$ cat config.mk
export PLATFORM = sky130hd
export DESIGN_NAME = qcpd_cell
export DESIGN_NICKNAME = d
export VERILOG_FILES = /design/src/sv/qcpd_pkg.sv /design/src/sv/qcpd_cell.sv
export SDC_FILE = /design/constraint.sdc
export NUM_CORES = 2
export LEC_CHECK = 0
export ABC_CLOCK_PERIOD_IN_PS = 9200
export BUFFER_PORTS_ARGS = -buffer_cell sky130_fd_sc_hd__clkbuf_2
export CORE_ASPECT_RATIO = 0.9
export CORE_UTILIZATION = 35
export DETAILED_ROUTE_END_ITERATION = 7
export SETUP_SLACK_MARGIN = 0.2
export SLEW_MARGIN = 15
export SYNTH_ARGS = -nofsm -noshare
export SYNTH_HDL_FRONTEND = slang
export SYNTH_SLANG_ARGS = --single-unit
export TNS_END_PERCENT = 100
$ cat constraint.sdc
create_clock -name clk -period 9.2 [get_ports clk]
set_input_delay 1.38 -clock clk [delete_from_list [all_inputs] [get_ports clk]]
set_output_delay 1.38 -clock clk [all_outputs]
set_load 0.05 [all_outputs]
$ cat src/sv/qcpd_pkg.sv
// Package: shared types and widths for the curve distance block.
package qcpd_pkg;

  localparam int CoordW = 16;
  localparam int DiffW  = 17;
  localparam int SqW    = 34;
  localparam int SumW   = 35;
  localparam int RootW  = 18;
  localparam int OutW   = 17;
  localparam int WeightW = 17;

  typedef struct packed {
    logic signed [CoordW-1:0] px;
    logic signed [CoordW-1:0] py;
    logic signed [CoordW-1:0] sx;
    logic signed [CoordW-1:0] sy;
    logic signed [CoordW-1:0] cx;
    logic signed [CoordW-1:0] cy;
    logic signed [CoordW-1:0] ex;
    logic signed [CoordW-1:0] ey;
  } curve_t;

endpackage

$ cat src/sv/qcpd_cell.sv
// One sample cell: evaluates the curve at a fixed parameter and keeps the running minimum.
module qcpd_cell
  import qcpd_pkg::*;
#(
  parameter int K = 0,
  parameter int S = 24
) (
  input  logic             clk,
  input  logic             rst,
  input  logic             in_valid,
  input  logic             in_have,
  input  curve_t           in_curve,
  input  logic [SumW-1:0]  in_best,
  output logic             out_valid,
  output logic             out_have,
  output curve_t           out_curve,
  output logic [SumW-1:0]  out_best,
  input  logic             adv
);

  // Outer weights (n/s)^2 with 16 fraction bits, rounded half up.
  localparam longint Den  = longint'(S) * longint'(S);
  localparam longint RemK = longint'(S - K);
  localparam longint CurK = longint'(K);
  localparam logic [WeightW-1:0] W0 =
    WeightW'((2 * RemK * RemK * 65536 + Den) / (2 * Den));
  localparam logic [WeightW-1:0] W2 =
    WeightW'((2 * CurK * CurK * 65536 + Den) / (2 * Den));
  localparam logic [WeightW-1:0] W1 =
    (W0 + W2 >= WeightW'(65536)) ? '0 : WeightW'(65536) - W0 - W2;

  // stage 1 registers
  logic                     v1;
  logic                     h1;
  curve_t                   c1;
  logic [SumW-1:0]          b1;
  logic signed [34:0]       mx [3];
  logic signed [34:0]       my [3];
  // stage 2 registers
  logic                     v2;
  logic                     h2;
  curve_t                   c2;
  logic [SumW-1:0]          b2;
  logic [DiffW-1:0]         mag_x;
  logic [DiffW-1:0]         mag_y;
  // stage 3 registers
  logic                     v3;
  logic                     h3;
  curve_t                   c3;
  logic [SumW-1:0]          b3;
  logic [SqW-1:0]           sqx;
  logic [SqW-1:0]           sqy;

  logic signed [36:0]       accx, accy;
  logic signed [20:0]       bx, by;
  logic signed [DiffW-1:0]  dx, dy;
  logic [DiffW-1:0]         ax, ay;
  logic [SumW-1:0]          d2;

  // combine products, round half up to whole coordinate units, take differences
  always_comb begin
    accx = 37'(mx[0]) + 37'(mx[1]) + 37'(mx[2]) + 37'sd32768;
    accy = 37'(my[0]) + 37'(my[1]) + 37'(my[2]) + 37'sd32768;
    bx   = accx[36:16];
    by   = accy[36:16];
    dx   = DiffW'(21'(c1.px) - bx);
    dy   = DiffW'(21'(c1.py) - by);
    ax   = dx[DiffW-1] ? DiffW'(-dx) : dx;
    ay   = dy[DiffW-1] ? DiffW'(-dy) : dy;
    d2   = SumW'(sqx) + SumW'(sqy);
  end

  // advance the cell pipeline
  always_ff @(posedge clk) begin
    if (rst) begin
      v1 <= 1'b0;
      v2 <= 1'b0;
      v3 <= 1'b0;
      out_valid <= 1'b0;
    end else if (adv) begin
      v1 <= in_valid;
      v2 <= v1;
      v3 <= v2;
      out_valid <= v3;
    end
    if (adv) begin
      h1 <= in_have;
      c1 <= in_curve;
      b1 <= in_best;
      mx[0] <= 35'(in_curve.sx * $signed({1'b0, W0}));
      mx[1] <= 35'(in_curve.cx * $signed({1'b0, W1}));
      mx[2] <= 35'(in_curve.ex * $signed({1'b0, W2}));
      my[0] <= 35'(in_curve.sy * $signed({1'b0, W0}));
      my[1] <= 35'(in_curve.cy * $signed({1'b0, W1}));
      my[2] <= 35'(in_curve.ey * $signed({1'b0, W2}));
      h2    <= h1;
      c2    <= c1;
      b2    <= b1;
      mag_x <= ax;
      mag_y <= ay;
      h3  <= h2;
      c3  <= c2;
      b3  <= b2;
      sqx <= SqW'(mag_x * mag_x);
      sqy <= SqW'(mag_y * mag_y);
      out_curve <= c3;
      out_have  <= 1'b1;
      out_best  <= (!h3 || d2 < b3) ? d2 : b3;
    end
  end

endmodule

==> results.yml <==
outcome:
  status: "complete, no violations"
clock_network:
  post_cts_resized: 0
  cts_setup_buffers: 0
  hold_buffers: 0
  path_clk_slew_ps: 60
  root_buffer: "clkbuf_16"
  clkLatencyLatePin_ps: 700
  numClockSinks: 759
  cts_tree: "built"
  clockBufferDepth: 3
  numCtsBuffers: 83
  htreeDepth: 3
routing:
  drt-total-wl_um: 87800
  drtIter0Drc: 1582
  drc: 0
  ant_nets: 0
  dr_total_vias: 25500
  wire_per_inst_um: 15.9
  avgViaCountPerCell: 4.61
  dr.pass1.iters: 6
worst_setup_path:
  crit_type: "register to register"
  cp-end-kind: "register"
  cp.arrival_ps: 7330
  crit_path_start_kind: "register"
  reg2reg_depth: 18
  required_ps: 9510
  critPathLaunch: "sqx[3]$_DFFE_PP_"
  rr_startpoint: "sqx[3]$_DFFE_PP_"
  crit_fanout: 45
sta:
  setup_tns_ps: 0
  period_share_pct: 76.2
  fin_worst_skew_ps: 40.7
  setup_viol: 0
  whs_ps: 406
  final_hold_viol_count: 0
  slew_viol_final: 0
  max_freq_mhz: 143
  rsz0062_at_grt: "no"
  period_needed_ps: 7010
  slew_headroom_pct: 26.0
  worst_pin_slew_ps: 1100
floorplan:
  dieWidth_um: 378
  die_area_um2: 129000
  rows: 123
  initial_core_util_pct: 35.5
  core_area_um2: 126000
  die_y_um: 340
  io_pins: 333
yosys:
  syn_inst: 3419
  yosys-top-cells-area: "edfxtp_1 51%, fa_1 17%, ha_1 9.1%, inv_1 5.7%, xnor2_1 2.3%"
  syn_nets: 4292
  yosysUniqueCellTypes: 79
  synth_top_cell_area_share_pct: 50.9
  synth_edf_count: 755
  ys_async_sr_fraction_pct: 0
  synth-seq-area-share_pct: 51.1
  synth_flop_cell: "edfxtp_1"
  synth_top_cell_by_area: "edfxtp_1"
  yosys_warnings: 0
  syn_avg_cell_area_um2: 13.0
  ys_ff_latch: 759
  syn_area_um2: 44600
min_path:
  min_path_cells: 0
  hp-class: "register to register"
  worstHoldStart: "c3[73]$_DFFE_PP_"
global_routing:
  track_usage_pct: 14.0
  grt_pass1_vias: 26000
  grt_pass1_wl_um: 140000
  antenna_found_initial: 2
  grt_max_degree: 200
  grt_overflow: 0
final_layout:
  diodes: 0
  multiInputGateArea_um2: 19000
  seqCellArea_um2: 22800
  drive_gt1_share_pct: 13.3
  fillers: 12000
  fin_nets: 4650
  area_growth_syn_to_layout_pct: 14.0
job:
  max_cap_viol_count: 0
place:
  port_buffers: 331
  place_congestion: 0.842
  dp_hpwl_um: 66300
-- synth_stat cells (5+ instances only) --
cell       count
edfxtp_1     755
inv_1        675
fa_1         382
ha_1         323
nand2_1      250
and2_1       115
xnor2_1      115
a21oi_1      111
nor2_1        95
o21ai_0       89
clkbuf_1      62
a21o_1        43
xor2_1        34
nand3_1       32
nor3_1        29
and3_1        19
o21bai_1      19
nand4_1       17
a211oi_1      16
nor2b_1       15
or2_2         15
o211ai_1      14
mux2_2        13
nand2b_1      13
o21a_1        13
o31ai_1       12
a31oi_1        9
or3_1          9
mux2i_1        8
a2111oi_0      7
a211o_1        7
o31a_1         6
a31o_2         5
nand3b_1       5
nor3b_1        5
o221ai_1       5
-- area by class of cell --
| type | count | share of cell area, % |
|---|---|---|
| clock buffers | 102 | 4.27 |
| clock inverters | 51 | 0.901 |
| inverters | 675 | 4.99 |
| multi-input cells | 1919 | 37.4 |
| flip-flops and latches | 759 | 44.8 |
| well taps | 1687 | 4.16 |
| repair buffers | 339 | 3.47 |
-- placed cells by master (no fill, tap or decap), types with 14 or more instances in the layout --
master	count
edfxtp_1	755
a21oi_1	111
clkbuf_2	330
o211ai_1	14
a211oi_1	16
nor2b_1	15
o21ai_0	89
nand3_1	32
and3_1	19
clkbuf_16	84
xnor2_1	115
clkinv_2	18
inv_1	675
and2_1	115
nor2_1	94
clkbuf_1	18
a21o_1	43
xor2_1	34
nand2_1	250
nand4_1	17
ha_1	323
or2_2	15
o21bai_1	19
nor3_1	29
fa_1	382
-- worst max-delay path, cell delays in order, from the launching register on --
cell and delay [ps]:
edfxtp_1 380, ha_1 350, a211oi_1 410, o21ai_0 350, nand3_1 160, nand2_1 160, a21oi_1 590, o21ai_0 270
and3_1 240, or2_2 280, ha_1 290, nand4_1 90, nor2_1 110, nand4_1 160, nor3_1 900, o311a_1 590
nor2_4 130, buf_4 300, o21ai_0 910
-- metal layers --
layer  global-route usage (%)  wire [µm]  vias up
met1                     18.3      38000    12600
met4                     4.86       2760        0
li1                         -          -    12200
met3                     3.54       5440      139
met5                        0          0        -
met2                     22.5      41600      532
-- cells by family after synthesis --
| kind of cell | Yosys count | share of synthesized area (%) |
|---|---|---|
| other | 1 | 0.00842 |
| AOI/OAI and AO/OA | 401 | 5.88 |
| buffers and inverters | 741 | 6.27 |
| DFF | 759 | 51.1 |
| adders and majority gates | 705 | 26.2 |
| muxes | 21 | 0.508 |
| and+or+nand+nor | 642 | 7.09 |
| xor gates and xnor gates | 149 | 2.93 |
-- registers in the layout (all words and copies together), names as in the netlist, 35 cells and up --
register	flops
b1	35
b2	35
out_curve	128
b3	35
c2	128
c3	128
out_best	35
c1	126
-- per-stage QoR --
stage	area (µm²)	setup slack [ps]	instances	utilization (%)
6_report	50800	2190	5532	40.5
5_1_grt	50800	1750	5532	40.5
4_1_cts	50800	2280	5532	40.5
3_5_place_dp	48200	2320	5379	38.4
3_3_place_gp	48200	2460	5379	38.4
2_1_floorplan	44600	3040	3419	-
-- final timing paths --
kind                            slack, ps                 endpoint
worst max-delay path                 2190   out_best[24]$_DFFE_PP_
worst max register to register       2190   out_best[24]$_DFFE_PP_
worst min register to register        410  out_curve[73]$_DFFE_PP_
worst min-delay path                  410  out_curve[73]$_DFFE_PP_
Power is not shown: default switching activity piles up to over one toggle a cycle in this logic, so the estimate is an artifact.
