===== config.mk =====
export PLATFORM = sky130hd
export DESIGN_NAME = qcpd_sqrt
export DESIGN_NICKNAME = d
export VERILOG_FILES = /design/src/sv/qcpd_pkg.sv /design/src/sv/qcpd_sqrt.sv
export SDC_FILE = /design/constraint.sdc
export NUM_CORES = 1
export LEC_CHECK = 0
export BUFFER_PORTS_ARGS = -buffer_cell sky130_fd_sc_hd__buf_2
export CAP_MARGIN = 10
export CORE_MARGIN = 1.5
export CORE_UTILIZATION = 40
export DETAILED_ROUTE_END_ITERATION = 6
export GPL_TIMING_DRIVEN = 0
export SKIP_CTS_REPAIR_TIMING = 1
export SLEW_MARGIN = 40
export SYNTH_ARGS = -nofsm -noshare
export SYNTH_HDL_FRONTEND = slang
export SYNTH_SLANG_ARGS = --single-unit

===== constraint.sdc =====
create_clock -name clk -period 6.25 [get_ports clk]
set_clock_uncertainty 0.05 [all_clocks]
set_input_delay 1.5625 -clock clk [delete_from_list [all_inputs] [get_ports clk]]
set_output_delay 1.5625 -clock clk [all_outputs]
set_load 0.05 [all_outputs]

===== src/sv/qcpd_pkg.sv =====
// Package: shared types and widths for the curve distance block.
package qcpd_pkg;

  localparam int CoordW = 16;
  localparam int DiffW  = 17;
  localparam int SqW    = 34;
  localparam int SumW   = 35;
  localparam int RootW  = 18;
  localparam int OutW   = 17;
  localparam int WeightW = 17;

  typedef struct packed {
    logic signed [CoordW-1:0] px;
    logic signed [CoordW-1:0] py;
    logic signed [CoordW-1:0] sx;
    logic signed [CoordW-1:0] sy;
    logic signed [CoordW-1:0] cx;
    logic signed [CoordW-1:0] cy;
    logic signed [CoordW-1:0] ex;
    logic signed [CoordW-1:0] ey;
  } curve_t;

endpackage


===== src/sv/qcpd_sqrt.sv =====
// Pipelined rounded integer square root, two result bits per stage.
module qcpd_sqrt
  import qcpd_pkg::*;
(
  input  logic             clk,
  input  logic             rst,
  input  logic             adv,
  input  logic             in_valid,
  input  logic [SumW-1:0]  in_value,
  output logic             out_valid,
  output logic [OutW-1:0]  out_root
);

  localparam int Steps = RootW;
  localparam int Stages = Steps / 2;
  localparam int RemW = RootW + 2;
  localparam int ValW = 2 * RootW;

  logic            v   [Stages+1];
  logic [ValW-1:0] val [Stages+1];
  logic [RemW-1:0] rem [Stages+1];
  logic [RootW-1:0] rt [Stages+1];
  logic            vf;
  logic [RootW-1:0] rf;
  logic [RemW-1:0] remf;

  assign v[0]   = in_valid;
  assign val[0] = ValW'(in_value);
  assign rem[0] = '0;
  assign rt[0]  = '0;

  // one stage: two restoring steps
  for (genvar g = 0; g < Stages; g++) begin : g_stage
    logic [ValW-1:0]  vn;
    logic [RemW-1:0]  rn;
    logic [RootW-1:0] qn;
    logic [RemW-1:0]  r_a, t_a;
    logic [RootW-1:0] q_a;
    always_comb begin
      r_a = {rem[g][RemW-3:0], val[g][ValW-1 -: 2]};
      t_a = {rt[g][RemW-3:0], 2'b01};
      if (r_a >= t_a) begin
        r_a = r_a - t_a;
        q_a = {rt[g][RootW-2:0], 1'b1};
      end else begin
        q_a = {rt[g][RootW-2:0], 1'b0};
      end
      rn = {r_a[RemW-3:0], val[g][ValW-3 -: 2]};
      t_a = {q_a[RemW-3:0], 2'b01};
      if (rn >= t_a) begin
        rn = rn - t_a;
        qn = {q_a[RootW-2:0], 1'b1};
      end else begin
        qn = {q_a[RootW-2:0], 1'b0};
      end
      vn = {val[g][ValW-5:0], 4'b0};
    end
    always_ff @(posedge clk) begin
      if (rst) begin
        v[g+1] <= 1'b0;
      end else if (adv) begin
        v[g+1] <= v[g];
      end
      if (adv) begin
        val[g+1] <= vn;
        rem[g+1] <= rn;
        rt[g+1]  <= qn;
      end
    end
  end

  // round to nearest: bump when remainder exceeds root
  always_ff @(posedge clk) begin
    if (rst) begin
      vf <= 1'b0;
    end else if (adv) begin
      vf <= v[Stages];
    end
    if (adv) begin
      rf   <= rt[Stages];
      remf <= rem[Stages];
    end
  end

  assign out_valid = vf;
  assign out_root  = (remf > RemW'(rf)) ? OutW'(rf + 1'b1) : OutW'(rf);

endmodule


==> metrics.md <==
| Metric | Value |
|---|---|
| Clk sinks | `around 430` |
| Hold path cells | `0` |
| Worst-Margin Slew | `between 0.7 and 0.8 ns` |
| Crit Reg-Reg Startpoint | `rt[45]$_DFFE_PP_` |
| Max Cap Viol | `0` |
| Cell Int Power | `0.00843 W` |
| CP Launch Type | `flop` |
| Avg Inst Size Synth | `10.7 sq um` |
| IO Port Bufs | `55` |
| Tcrit/Tclk final | `between 90% and 100%` |
| Share of layout cells above drive strength 1 | `under 10%` |
| Gate Count Post-Synth | `2472` |
| Logic pwr share | `a little under half` |
| Fin. max-slew vios | `0` |
| Slew Limit Headroom | `48.3%` |
| First-pass DRT Iterations | `5` |
| DRC | `0` |
| Clock power share | `20.9%` |
| Number of global-route vias before repair | `roughly 18000` |
| Avg WL per Cell | `17.4 microns` |
| Largest net degree at the start of global routing | `between 80 and 90` |
| Sequential area share after synthesis | `49.0%` |
| DIE WIDTH | `~260 microns` |
| HPWL Detailed | `46600 microns` |
| H-tree levels | `2` |
| CP Max Fanout | `10` |
| Initial Utilization | `40.6%` |
| Initial antenna violation count | `0` |
| Synthesized area | `26300 sq um` |
| Floorplan row count | `93` |
| Ys flop type | `edfxtp_1` |
| Overflow after GRT | `0` |
| Switch share | `38.4%` |
| Detailed Route WL | `roughly 60000 microns` |
| CP arrival | `between 6 and 7 ns` |
| Clock Tree Root | `clkbuf_16` |
| Worst VDD drop | `~0.00023 V` |
| Final Critical Period | `roughly 6 ns` |
| Number of enable flip-flop cells after synthesis | `423` |
| Share of flip-flops with an asynchronous set or reset | `0%` |
| Lkg Pwr | `11.8 nW` |
| Area delta synth->final | `12.2%` |
| Net Count, Synth | `2717` |
| Synth Register Bits | `433` |
| Switching Power | `0.00526 W` |
| Multi-input gate area | `~13000 sq um` |
| I/O Pins | `57` |
| Worst Setup Path Type | `flop to flop` |
| RSZ-0062 raised after global routing | `false` |
| CTS max path bufs | `3` |
| ANT nets after route | `0` |
| Finish-stage setup viols | `0` |
| Warnings from Yosys | `0` |
| CTS tree | `built` |
| Routability cong. | `0.901` |
| Initial drt markers | `between 1000 and 1500` |
| Max frequency | `168 MHz` |
| Core footprint | `64800 sq um` |
| Crit Reg-Reg Endpoint | `rem[37]$_DFFE_PP_` |
| Placed cell areas | `27900 sq um` |
| Die area | `slightly below 70000 sq um` |
| Clk_lat worst skew | `0.58 ns` |
| Sequential share of power | `~33%` |
| Final TNS setup | `0 ns` |
| N_diodes | `0` |
| Via count | `roughly 19000` |
| PwrDens | `463 nW/um^2` |
| Final Hold Vio Count | `0` |
| Synth cell types | `84` |
| Final instance area | `between 20000 and 30000 sq um` |
| Critical Path End Type | `flop` |
| Worst setup path startpoint | `rt[45]$_DFFE_PP_` |
| Post-Route Utilization | `45.6%` |
| FF+latch area | `between 10000 and 15000 sq um` |
| Commonest cells after routing, fill and taps aside | `edfxtp_1, ha_1, nor2_1` |
| First-pass GRT wire length | `96400 microns` |
| FILL cells | `around 6000` |
| DR vias/cell | `roughly 5.4` |
| Most common cell after layout, fill and taps aside | `edfxtp_1` |
| CTS Buf Count | `47` |
| Worst min-delay path class | `flop to flop` |
| GRT Total Usage | `between 10% and 20%` |
| Critical Path End | `rem[37]$_DFFE_PP_` |
| Nets | `2826` |
| Die Height | `260 microns` |
| Reg2reg setup slack | `0.30 ns` |
| Clk slew on worst S/H paths | `0.06 ns` |
| Req. time, crit path | `6.53 ns` |
| R2R cell count | `20` |
| Status | `completed` |
-- synthesized netlist by cell type, drive strengths merged, types with 6 or more instances --
cell    number  area share [%]
o41ai        7            0.23
a31oi       25            0.59
buf         10            0.22
and3        13            0.31
and2        15            0.36
nand2      164             2.3
clkbuf      34            0.48
edfxtp     423              48
nand3       51            0.99
mux2i       23            0.87
nand3b       9            0.26
nand4       43             1.0
a311oi       6            0.20
o211ai      15            0.43
xor2        75             2.5
ha         206             9.8
or2         16            0.39
nor4        43             1.0
nor2b       25            0.59
xnor2      155             5.2
a211oi      18            0.51
a21o        74             2.1
o31a         8            0.27
inv        185             2.6
a21oi      182             3.5
nor3        60             1.2
and4         6            0.20
o21a        30            0.85
o31ai       14            0.40
nand2b      31            0.74
o21bai      20            0.57
dfxtp       10            0.76
mux2        36             1.5
o21ai      130             2.5
nor2       201             2.9
or3         21            0.52
or4         13            0.40
-- final cells by class --
type	count	share of cell area (%)
flip-flops and latches	433	43.6
multi-input cells	1809	42.8
clock buffers	56	4.24
well taps	855	3.62
inverters	186	2.39
repair buffers	64	1.53
clock inverters	30	1.17
plain buffers	40	0.635
-- power groups by stage --
stage | clock network, W | logic [W] | registers [W]
floorplan | 0 | 0.00475 | 0.00433
global placement | 0 | 0.00599 | 0.00454
detailed placement | 0 | 0.00616 | 0.00452
CTS | 0.00295 | 0.00620 | 0.00446
global route | 0.00305 | 0.00705 | 0.00452
finish | 0.00286 | 0.00637 | 0.00446
-- worst min path at each step --
stage / end / slack (ns) / startpoint
6_report: rf[6]$_DFFE_PP_ / 0.36 / rt[6]$_DFFE_PP_
5_1_grt: val[248]$_DFFE_PP_ / 0.37 / g_stage[2].vn[32]$_DFFE_PP_
4_1_cts: rf[6]$_DFFE_PP_ / 0.36 / rt[6]$_DFFE_PP_
3_5_place_dp: g_stage[3].vn[34]$_DFFE_PP_ / 0.35 / g_stage[2].vn[30]$_DFFE_PP_
3_3_place_gp: val[141]$_DFFE_PP_ / 0.35 / g_stage[5].vn[33]$_DFFE_PP_
2_1_floorplan: g_stage[2].vn[12]$_DFFE_PP_ / 0.35 / g_stage[1].vn[8]$_DFFE_PP_
-- metal layers --
layer / global-route usage, % / up-vias / wire (microns)
met5: 0 / - / 0
met4: 4.44 / 0 / 1060
met3: 2.16 / 65 / 2250
met2: 29.6 / 391 / 28300
met1: 24.8 / 8988 / 29000
li1: - / 9378 / -
-- cell families (layout without fill, tap and decap cells) --
logic type | Yosys count | in the layout | synth area share, %
simple gates | 729 | 729 | 13.8
compound gates | 585 | 585 | 14.0
flops | 433 | 433 | 49.0
xor+xnor | 230 | 230 | 7.65
buf+inv | 230 | 376 | 3.36
fa+ha+maj | 206 | 206 | 9.78
mux | 59 | 59 | 2.41
-- flip-flops by register name, summed over array words and instances, names as in the netlist --
register	flops
rf	18
g_stage.vn	112
out_valid	1
rt	90
rem	151
v	9
val	32
remf	20
-- per-stage QoR --
stage	power, W	cells	worst slack [ns]	hold slack, ns
after floorplan	0.00907	2472	0.803	0.350
final	0.0137	3473	0.304	0.358
after global routing	0.0146	3473	0.00314	0.370
after global placement	0.0105	3382	-2.84	0.351
after CTS	0.0136	3473	-0.628	0.362
after detailed placement	0.0107	3387	-0.574	0.355
-- worst max-delay path: stages, from the launching register on --
cell       delay [ns]
edfxtp_1         0.38
inv_1            0.12
ha_1             0.24
clkbuf_1         0.20
a21oi_1          0.19
o21ai_0          0.14
a221oi_1         0.51
nand3_1          0.32
clkbuf_1         0.35
clkbuf_2         0.34
a21oi_1          0.28
ha_1             0.36
a31o_2           0.25
a21oi_1          0.18
a2bb2oi_1        0.21
o311ai_0         0.30
a41oi_2          0.36
o21ai_0          0.18
a21o_1           0.21
a21oi_1          0.16
mux2_2           0.35
(Power assumes the default switching activity.)
